[src/rtl/rsh_pkg.sv]
// Package for the ray-sphere hit test: widths and the types passed between stages.
`default_nettype none

package rsh_pkg;

    // Coordinate width; the fraction is half of it
    localparam int COORD_WIDTH = 24;
    localparam int FRAC_BITS   = COORD_WIDTH / 2;
    localparam int RAD_W       = COORD_WIDTH - 1;

    // L = C - O and the products of stage two
    localparam int L_W    = COORD_WIDTH + 1;
    localparam int PROD_W = L_W + COORD_WIDTH;
    localparam int SQ_W   = 2 * L_W;
    localparam int RR_W   = 2 * RAD_W;

    // Sums of three products, with headroom
    localparam int ACC_W = SQ_W + 2;

    // Split of tca for the squaring stage
    localparam int LO_W = (ACC_W + 1) / 2;
    localparam int HI_W = ACC_W - LO_W;
    localparam int HH_W = 2 * HI_W;
    localparam int HL_W = HI_W + LO_W + 1;
    localparam int L2_W = 2 * LO_W;
    localparam int RHS_W = 2 * ACC_W;

    // Final compare width
    localparam int LHS_W = ACC_W + 2 * FRAC_BITS;
    localparam int CMP_W = ((LHS_W > RHS_W) ? LHS_W : RHS_W) + 1;

    typedef struct packed {
        logic signed [ACC_W-1:0] tca;
        logic signed [ACC_W-1:0] diff;
    } t_geo;

    typedef struct packed {
        logic signed [RHS_W-1:0] rhs;
        logic signed [ACC_W-1:0] diff;
        logic                    tca_neg;
        logic                    in_sphere;
    } t_sqr;

endpackage

`default_nettype wire

[src/rtl/rsh_sq.sv]
// Stages four and five: square tca as three partial products, then sum them.
`default_nettype none

module rsh_sq (
    input  wire logic     i_clk,
    input  wire logic     i_rst_n,
    input  wire logic     i_valid,
    input  wire rsh_pkg::t_geo i_geo,
    output logic          o_ready,
    output logic          o_valid,
    output rsh_pkg::t_sqr o_sqr,
    input  wire logic     i_ready
);

    logic w_en4;
    logic w_en5;

    logic signed [rsh_pkg::HI_W-1:0] w_hi;
    logic        [rsh_pkg::LO_W-1:0] w_lo;

    // Stage 4 registers
    logic                             r_v4;
    logic signed [rsh_pkg::HH_W-1:0]  r_hh;
    logic signed [rsh_pkg::HL_W-1:0]  r_hl;
    logic        [rsh_pkg::L2_W-1:0]  r_l2;
    logic signed [rsh_pkg::ACC_W-1:0] r_diff4;
    logic                             r_neg4;
    logic signed [rsh_pkg::HH_W-1:0]  n_hh;
    logic signed [rsh_pkg::HL_W-1:0]  n_hl;
    logic        [rsh_pkg::L2_W-1:0]  n_l2;

    // Stage 5 registers
    logic          r_v5;
    rsh_pkg::t_sqr r_sqr;
    rsh_pkg::t_sqr n_sqr;

    assign w_en5   = !r_v5 || i_ready;
    assign w_en4   = !r_v4 || w_en5;
    assign o_ready = w_en4;

    // Stage 4: tca = hi * 2^LO_W + lo, hi signed, lo unsigned
    assign w_hi = $signed(i_geo.tca[rsh_pkg::ACC_W-1:rsh_pkg::LO_W]);
    assign w_lo = i_geo.tca[rsh_pkg::LO_W-1:0];

    always_comb begin
        n_hh = rsh_pkg::HH_W'(w_hi) * rsh_pkg::HH_W'(w_hi);
        n_hl = rsh_pkg::HL_W'(w_hi) * $signed(rsh_pkg::HL_W'(w_lo));
        n_l2 = rsh_pkg::L2_W'(w_lo) * rsh_pkg::L2_W'(w_lo);
    end

    always_ff @(posedge i_clk) begin
        if (!i_rst_n) begin
            r_v4 <= 1'b0;
        end else if (w_en4) begin
            r_v4 <= i_valid;
        end
    end

    always_ff @(posedge i_clk) begin
        if (w_en4 && i_valid) begin
            r_hh    <= n_hh;
            r_hl    <= n_hl;
            r_l2    <= n_l2;
            r_diff4 <= i_geo.diff;
            r_neg4  <= i_geo.tca[rsh_pkg::ACC_W-1];
        end
    end

    // Stage 5: hi^2 * 2^(2*LO_W) + hi*lo * 2^(LO_W+1) + lo^2
    always_comb begin
        n_sqr.rhs       = (rsh_pkg::RHS_W'(r_hh) << (2 * rsh_pkg::LO_W))
                        + (rsh_pkg::RHS_W'(r_hl) << (rsh_pkg::LO_W + 1))
                        + $signed(rsh_pkg::RHS_W'(r_l2));
        n_sqr.diff      = r_diff4;
        n_sqr.tca_neg   = r_neg4;
        n_sqr.in_sphere = r_diff4[rsh_pkg::ACC_W-1] || (r_diff4 == '0);
    end

    always_ff @(posedge i_clk) begin
        if (!i_rst_n) begin
            r_v5 <= 1'b0;
        end else if (w_en5) begin
            r_v5 <= r_v4;
        end
    end

    always_ff @(posedge i_clk) begin
        if (w_en5 && r_v4) begin
            r_sqr <= n_sqr;
        end
    end

    assign o_valid = r_v5;
    assign o_sqr   = r_sqr;

    // A square never comes out negative
    a_rhs_nonneg: assert property (@(posedge i_clk) disable iff (!i_rst_n)
        r_v5 |-> !r_sqr.rhs[rsh_pkg::RHS_W-1])
        else $error("tca square is negative");

    // A stalled stage 5 holds its result
    a_stall_holds: assert property (@(posedge i_clk) disable iff (!i_rst_n)
        r_v5 && !i_ready |=> r_v5 && $stable(r_sqr))
        else $error("stage 5 changed while stalled");

    // An empty stage 4 always takes an item
    a_empty_ready: assert property (@(posedge i_clk) disable iff (!i_rst_n)
        !r_v4 |-> o_ready)
        else $error("empty stage 4 refused an item");

endmodule

`default_nettype wire

[config.mk]
export PLATFORM = sky130hd
export DESIGN_NAME = rsh_sq
export DESIGN_NICKNAME = d
export VERILOG_FILES = /design/src/rtl/rsh_pkg.sv /design/src/rtl/rsh_sq.sv
export SDC_FILE = /design/constraint.sdc
export NUM_CORES = 2
export LEC_CHECK = 0
export BUFFER_PORTS_ARGS = -buffer_cell sky130_fd_sc_hd__buf_4
export CAP_MARGIN = 40
export CORE_UTILIZATION = 60
export CTS_CLUSTER_DIAMETER = 40
export DETAILED_ROUTE_END_ITERATION = 8
export MAX_ROUTING_LAYER = met4
export PLACE_DENSITY = 0.77
export SYNTH_ARGS = -nofsm -noshare
export SYNTH_HDL_FRONTEND = slang
export SYNTH_SLANG_ARGS = --single-unit
[constraint.sdc]
create_clock -name i_clk -period 17.8 [get_ports i_clk]
set_input_delay 3.56 -clock i_clk [delete_from_list [all_inputs] [get_ports i_clk]]
set_output_delay 3.56 -clock i_clk [all_outputs]
set_load 0.05 [all_outputs]
# ---- Word level (Yosys, flattened, before mapping)
# Cells that the tools add are included.
dict set report totals {
  register_bits 370
  output_inout_bits 160
  word_cells 24
}
dict set report op_classes {
  n_addsub 2
  multipliers 3
  reduce_logical 8
}
# operator n
set op_table {}
lappend op_table {{$add 104x53->104} 1}
lappend op_table {{$add 104x80->104} 1}
lappend op_table {{$mul 26x26->52} 2}
lappend op_table {{$mul 26x27->53} 1}
lappend op_table {{$logic_not 52->1} 1}
lappend op_table {{$logic_or 1x1->1} 3}
lappend op_table {{$logic_and 1x1->1} 2}
lappend op_table {{$logic_not 1->1} 2}

# ---- Depth between registers and ports, before layout
dict set report logic_depth {
  ltp_word 4
  depth_mapped 29
  mapped_depth_nobuf 27
}

# ---- Least setup slack after synthesis
# Ideal clock, no wire load.
dict set report synth_timing {
  path_type {input to register}
  start {input port i_ready}
  end {register r_sqr (netlist bit o_sqr[0]) (enable)}
  arrival_time_ns 10.573
  required_ns 17.105
  setup_slack_ns 6.532
  stages 2
  path_cell_list {nor2b_1 nor2b_1}
}
dict set report synth_between {
  elab_chain_cells 2
}
# element line_no
set synth_rtl {}
lappend synth_rtl {{from (decl)} rsh_sq.sv:12} ;# input wire logic i_ready
lappend synth_rtl {{$logic_or 1x1->1} rsh_sq.sv:37} ;# assign w_en5 = !r_v5 || i_ready;
lappend synth_rtl {{$logic_and 1x1->1} rsh_sq.sv:88} ;# if (w_en5 && r_v4) begin
lappend synth_rtl {{to (signal assigned)} rsh_sq.sv:89} ;# r_sqr <= n_sqr;
lappend synth_rtl {{to (decl)} rsh_sq.sv:34} ;# rsh_pkg::t_sqr r_sqr;
# Every way passes these cells.
# A chain may end at the register's enable or synchronous reset.

# ---- Worst setup path in the final report
dict set report layout_timing {
  start {input port i_geo[64] (netlist bit)}
  end {register r_hl[49] (netlist bit) (data pin)}
}
dict set report layout_between {
  elab_chain_cells 1
}
# element line_no
set layout_rtl {}
lappend layout_rtl {{from (decl)} rsh_sq.sv:8} ;# input wire rsh_pkg::t_geo i_geo,
lappend layout_rtl {{$mul 26x27->53} rsh_sq.sv:47} ;# n_hl = rsh_pkg::HL_W'(w_hi) * $signed(rsh_pkg::HL_W'(w_lo));
lappend layout_rtl {{via n_hl (one bit)} rsh_sq.sv:29} ;# logic signed [rsh_pkg::HL_W-1:0] n_hl;
lappend layout_rtl {{to (signal assigned)} rsh_sq.sv:62} ;# r_hl <= n_hl;
lappend layout_rtl {{to (decl)} rsh_sq.sv:24} ;# logic signed [rsh_pkg::HL_W-1:0] r_hl;
# The timed path passes the listed nets, and every way through them passes these cells.

==> flow_metrics.env <==
export IMPL_vias=54900
export IMPL_synth_top_area_cell="fa_1"
export IMPL_cts_root_buf="clkbuf_16"
export IMPL_io_pins=268
export IMPL_min_path_type="flop to flop"
export IMPL_wl_per_cell_um=20.3
export IMPL_insertion_delay_ns=0.66
export IMPL_min_period_ns=11.14
export IMPL_cap_violations=0
export IMPL_synth_edff_count=365
export IMPL_syn_avg_cell_area_um2=9.82
export IMPL_rsz0062_at_grt="no"
export IMPL_syn_nets=10500
export IMPL_clk_path_buf_depth=3
export IMPL_grt_util_met2_pct=51.5
export IMPL_numCtsBuffers=58
export IMPL_synth_area_leaders="fa_1 44%, edfxtp_1 14%, inv_1 10%"
export IMPL_cts_tree="built"
export IMPL_dpl_hpwl_um=155000
export IMPL_synth_yosys_seq_area_share_pct=13.9
export IMPL_row_count=132
export IMPL_holdPathStages=0
export IMPL_stdcell_area_um2=84400
export IMPL_wl_um=201000
export IMPL_core_um2=130000
export IMPL_fmax_mhz=89.7
export IMPL_ys_types=83
export IMPL_crit_type="primary input to flop"
export IMPL_drc_errors=0
export IMPL_use_met1_pct=40.8
export IMPL_status="finished clean"
export IMPL_yosysMostFrequentCell="inv_1"
export IMPL_synthesis_instances=8047
export IMPL_setup_viol=0
export IMPL_clkSlewWorstSetupHoldPaths_ns=0.06
export IMPL_die_area_um2=133000
export IMPL_io_buffers=266
export IMPL_initial_core_util_pct=60.7
export IMPL_die_x_um=365
export IMPL_tns_ns=0
export IMPL_worstPathMaxFanout=24
export IMPL_vias_per_cell=5.56
export IMPL_synth_common_cells="2184 x inv_1, 1748 x fa_1, 828 x nand2_1, 642 x ha_1, 542 x and2_1"
export IMPL_crit_required_ns=18.20
export IMPL_track_usage_pct=32.6
export IMPL_grt_max_degree=62
export IMPL_place_area_um2=82300
export IMPL_synth_area_um2=79000
export IMPL_ys_async_sr_fraction_pct=0
export IMPL_drive_gt1_share_pct=5.53
export IMPL_finalMaxSlewViolations=0
export IMPL_busiest_layer="met2"
export IMPL_ctsHoldBuffers=0
export IMPL_ctsResizeCount=0
export IMPL_die_y_um=365
export IMPL_met3_usage_pct=7.63
export IMPL_cts_num_sinks=367
export IMPL_final_nets=10600
export IMPL_synth_ff_type="edfxtp_1"
export IMPL_postRouteAntennaNets=0
export IMPL_cp_arrival_ns=11.54
export IMPL_drt_iter0_markers=4178
export IMPL_postCtsSetupRepairBufs=0
export IMPL_yosys_area_top_type_share_pct=44.3
export IMPL_finClkSkew_ns=0.0319
export IMPL_ys_ff_latch=367
export IMPL_synth_warnings=0
export IMPL_place_gp_congestion=0.973
export IMPL_antenna_found_initial=4
export IMPL_maxSlewHeadroom_pct=38.5
export IMPL_ff2ff_path_depth=14
export IMPL_grt_pass1_vias=60500
export IMPL_htreeDepth=2
export IMPL_drt_pass1_iter_count=6
export IMPL_fin_crit_sh_pct=62.6
export IMPL_finalHoldViolCount=0
export IMPL_layout_area_overhead_vs_synth_pct=6.80
export IMPL_cp_start_kind="primary input"
export IMPL_utilization_pct=64.8
export IMPL_endpoint_kind="flop"
export IMPL_overflow=0
export IMPL_grt_pass1_wl_um=323000
export IMPL_worstMarginPinSlew_ns=0.923
[path summary, 6_finish.rpt]
check        startpoint          to  slack [ns]
min reg2reg     r_l2[8]   o_sqr[62]        0.40
max reg2reg    r_l2[27]  o_sqr[153]       13.43
min             r_l2[8]   o_sqr[62]        0.40
max           i_geo[64]    r_hl[49]        6.66
[stage by stage]
| stage | cells | hold WS (ns) | setup slack [ns] |
|---|---|---|---|
| 2_1_floorplan | 8047 | 0.400 | 6.53 |
| 3_3_place_gp | 9768 | 0.401 | 6.13 |
| 3_5_place_dp | 9773 | 0.405 | 6.15 |
| 4_1_cts | 9882 | 0.393 | 6.82 |
| 5_1_grt | 9885 | 0.404 | 6.20 |
| 6_report | 9885 | 0.400 | 6.66 |
[final cells by class]
type	instances	area, um2
tap	1742	2180
clock buffer	61	1460
clock inverter	48	594
sequential	367	11000
multi-input combinational	5163	58600
timing repair buffer	306	2340
fill	10100	45800
antenna	2	5.00
inverter	2196	8240
[worst max-delay path, stage by stage]
cell       delay (ns)
buf_4            0.38
buf_4            0.38
clkinv_1         0.61
nor2_1           0.30
fa_1             0.47
fa_1             0.52
inv_1            0.05
fa_1             0.39
fa_1             0.55
inv_1            0.06
fa_1             0.44
fa_1             0.51
inv_1            0.05
fa_1             0.48
inv_1            0.04
ha_1             0.35
a21o_1           0.18
a21o_1           0.19
a2111oi_2        0.39
o31ai_1          0.15
nor4_1           0.28
o21a_1           0.21
o21ai_1          0.17
a211oi_1         0.44
nor4bb_1         0.11
a211o_1          0.24
[cells in the final DEF, fill, tap and decap left out, types with 25 or more instances in the layout]
cell type and instances:
o21a_1 25, nand3_1 27, a21oi_1 229, nor3_1 29, nor2_1 202, nor2b_1 29, o21ai_0 95, nand2_1 828
xnor2_1 170, and3_1 28, edfxtp_1 365, nand2b_1 45, nand4_1 46, ha_1 642, buf_4 301, xor2_1 83
and2_1 541, inv_1 2184, fa_1 1748, o21bai_1 32, clkbuf_16 58, a31oi_1 25, a21o_1 134
[cells by family (layout without fill, tap and decap cells)]
| family | after synthesis | after routing | share of synthesized area, % |
|---|---|---|---|
| muxes | 4 | 4 | 0.0538 |
| other | 1 | 3 | 0.00475 |
| and+or+nand+nor | 1837 | 1837 | 11.3 |
| adders and majority gates | 2390 | 2390 | 54.5 |
| DFF | 367 | 367 | 13.9 |
| xor gates and xnor gates | 253 | 253 | 2.80 |
| AOI/OAI and AO/OA | 678 | 678 | 5.54 |
| buffers and inverters | 2517 | 2611 | 12.0 |
[routing by layer]
metal / vias to the layer above / part of all wire [%]
li1: 24000 / -
met1: 27800 / 38
met2: 2555 / 47
met3: 556 / 11
met4: 0 / 4.6
met5: - / 0
[registers in the layout, indices dropped and copies added, names as in the netlist]
signal	count
o_sqr	157
o_valid	1
r_diff4	52
r_hh	51
r_hl	53
r_l2	51
r_neg4	1
r_v4	1
Power is not shown: default switching activity piles up to over one toggle a cycle in this logic, so the estimate is an artifact.
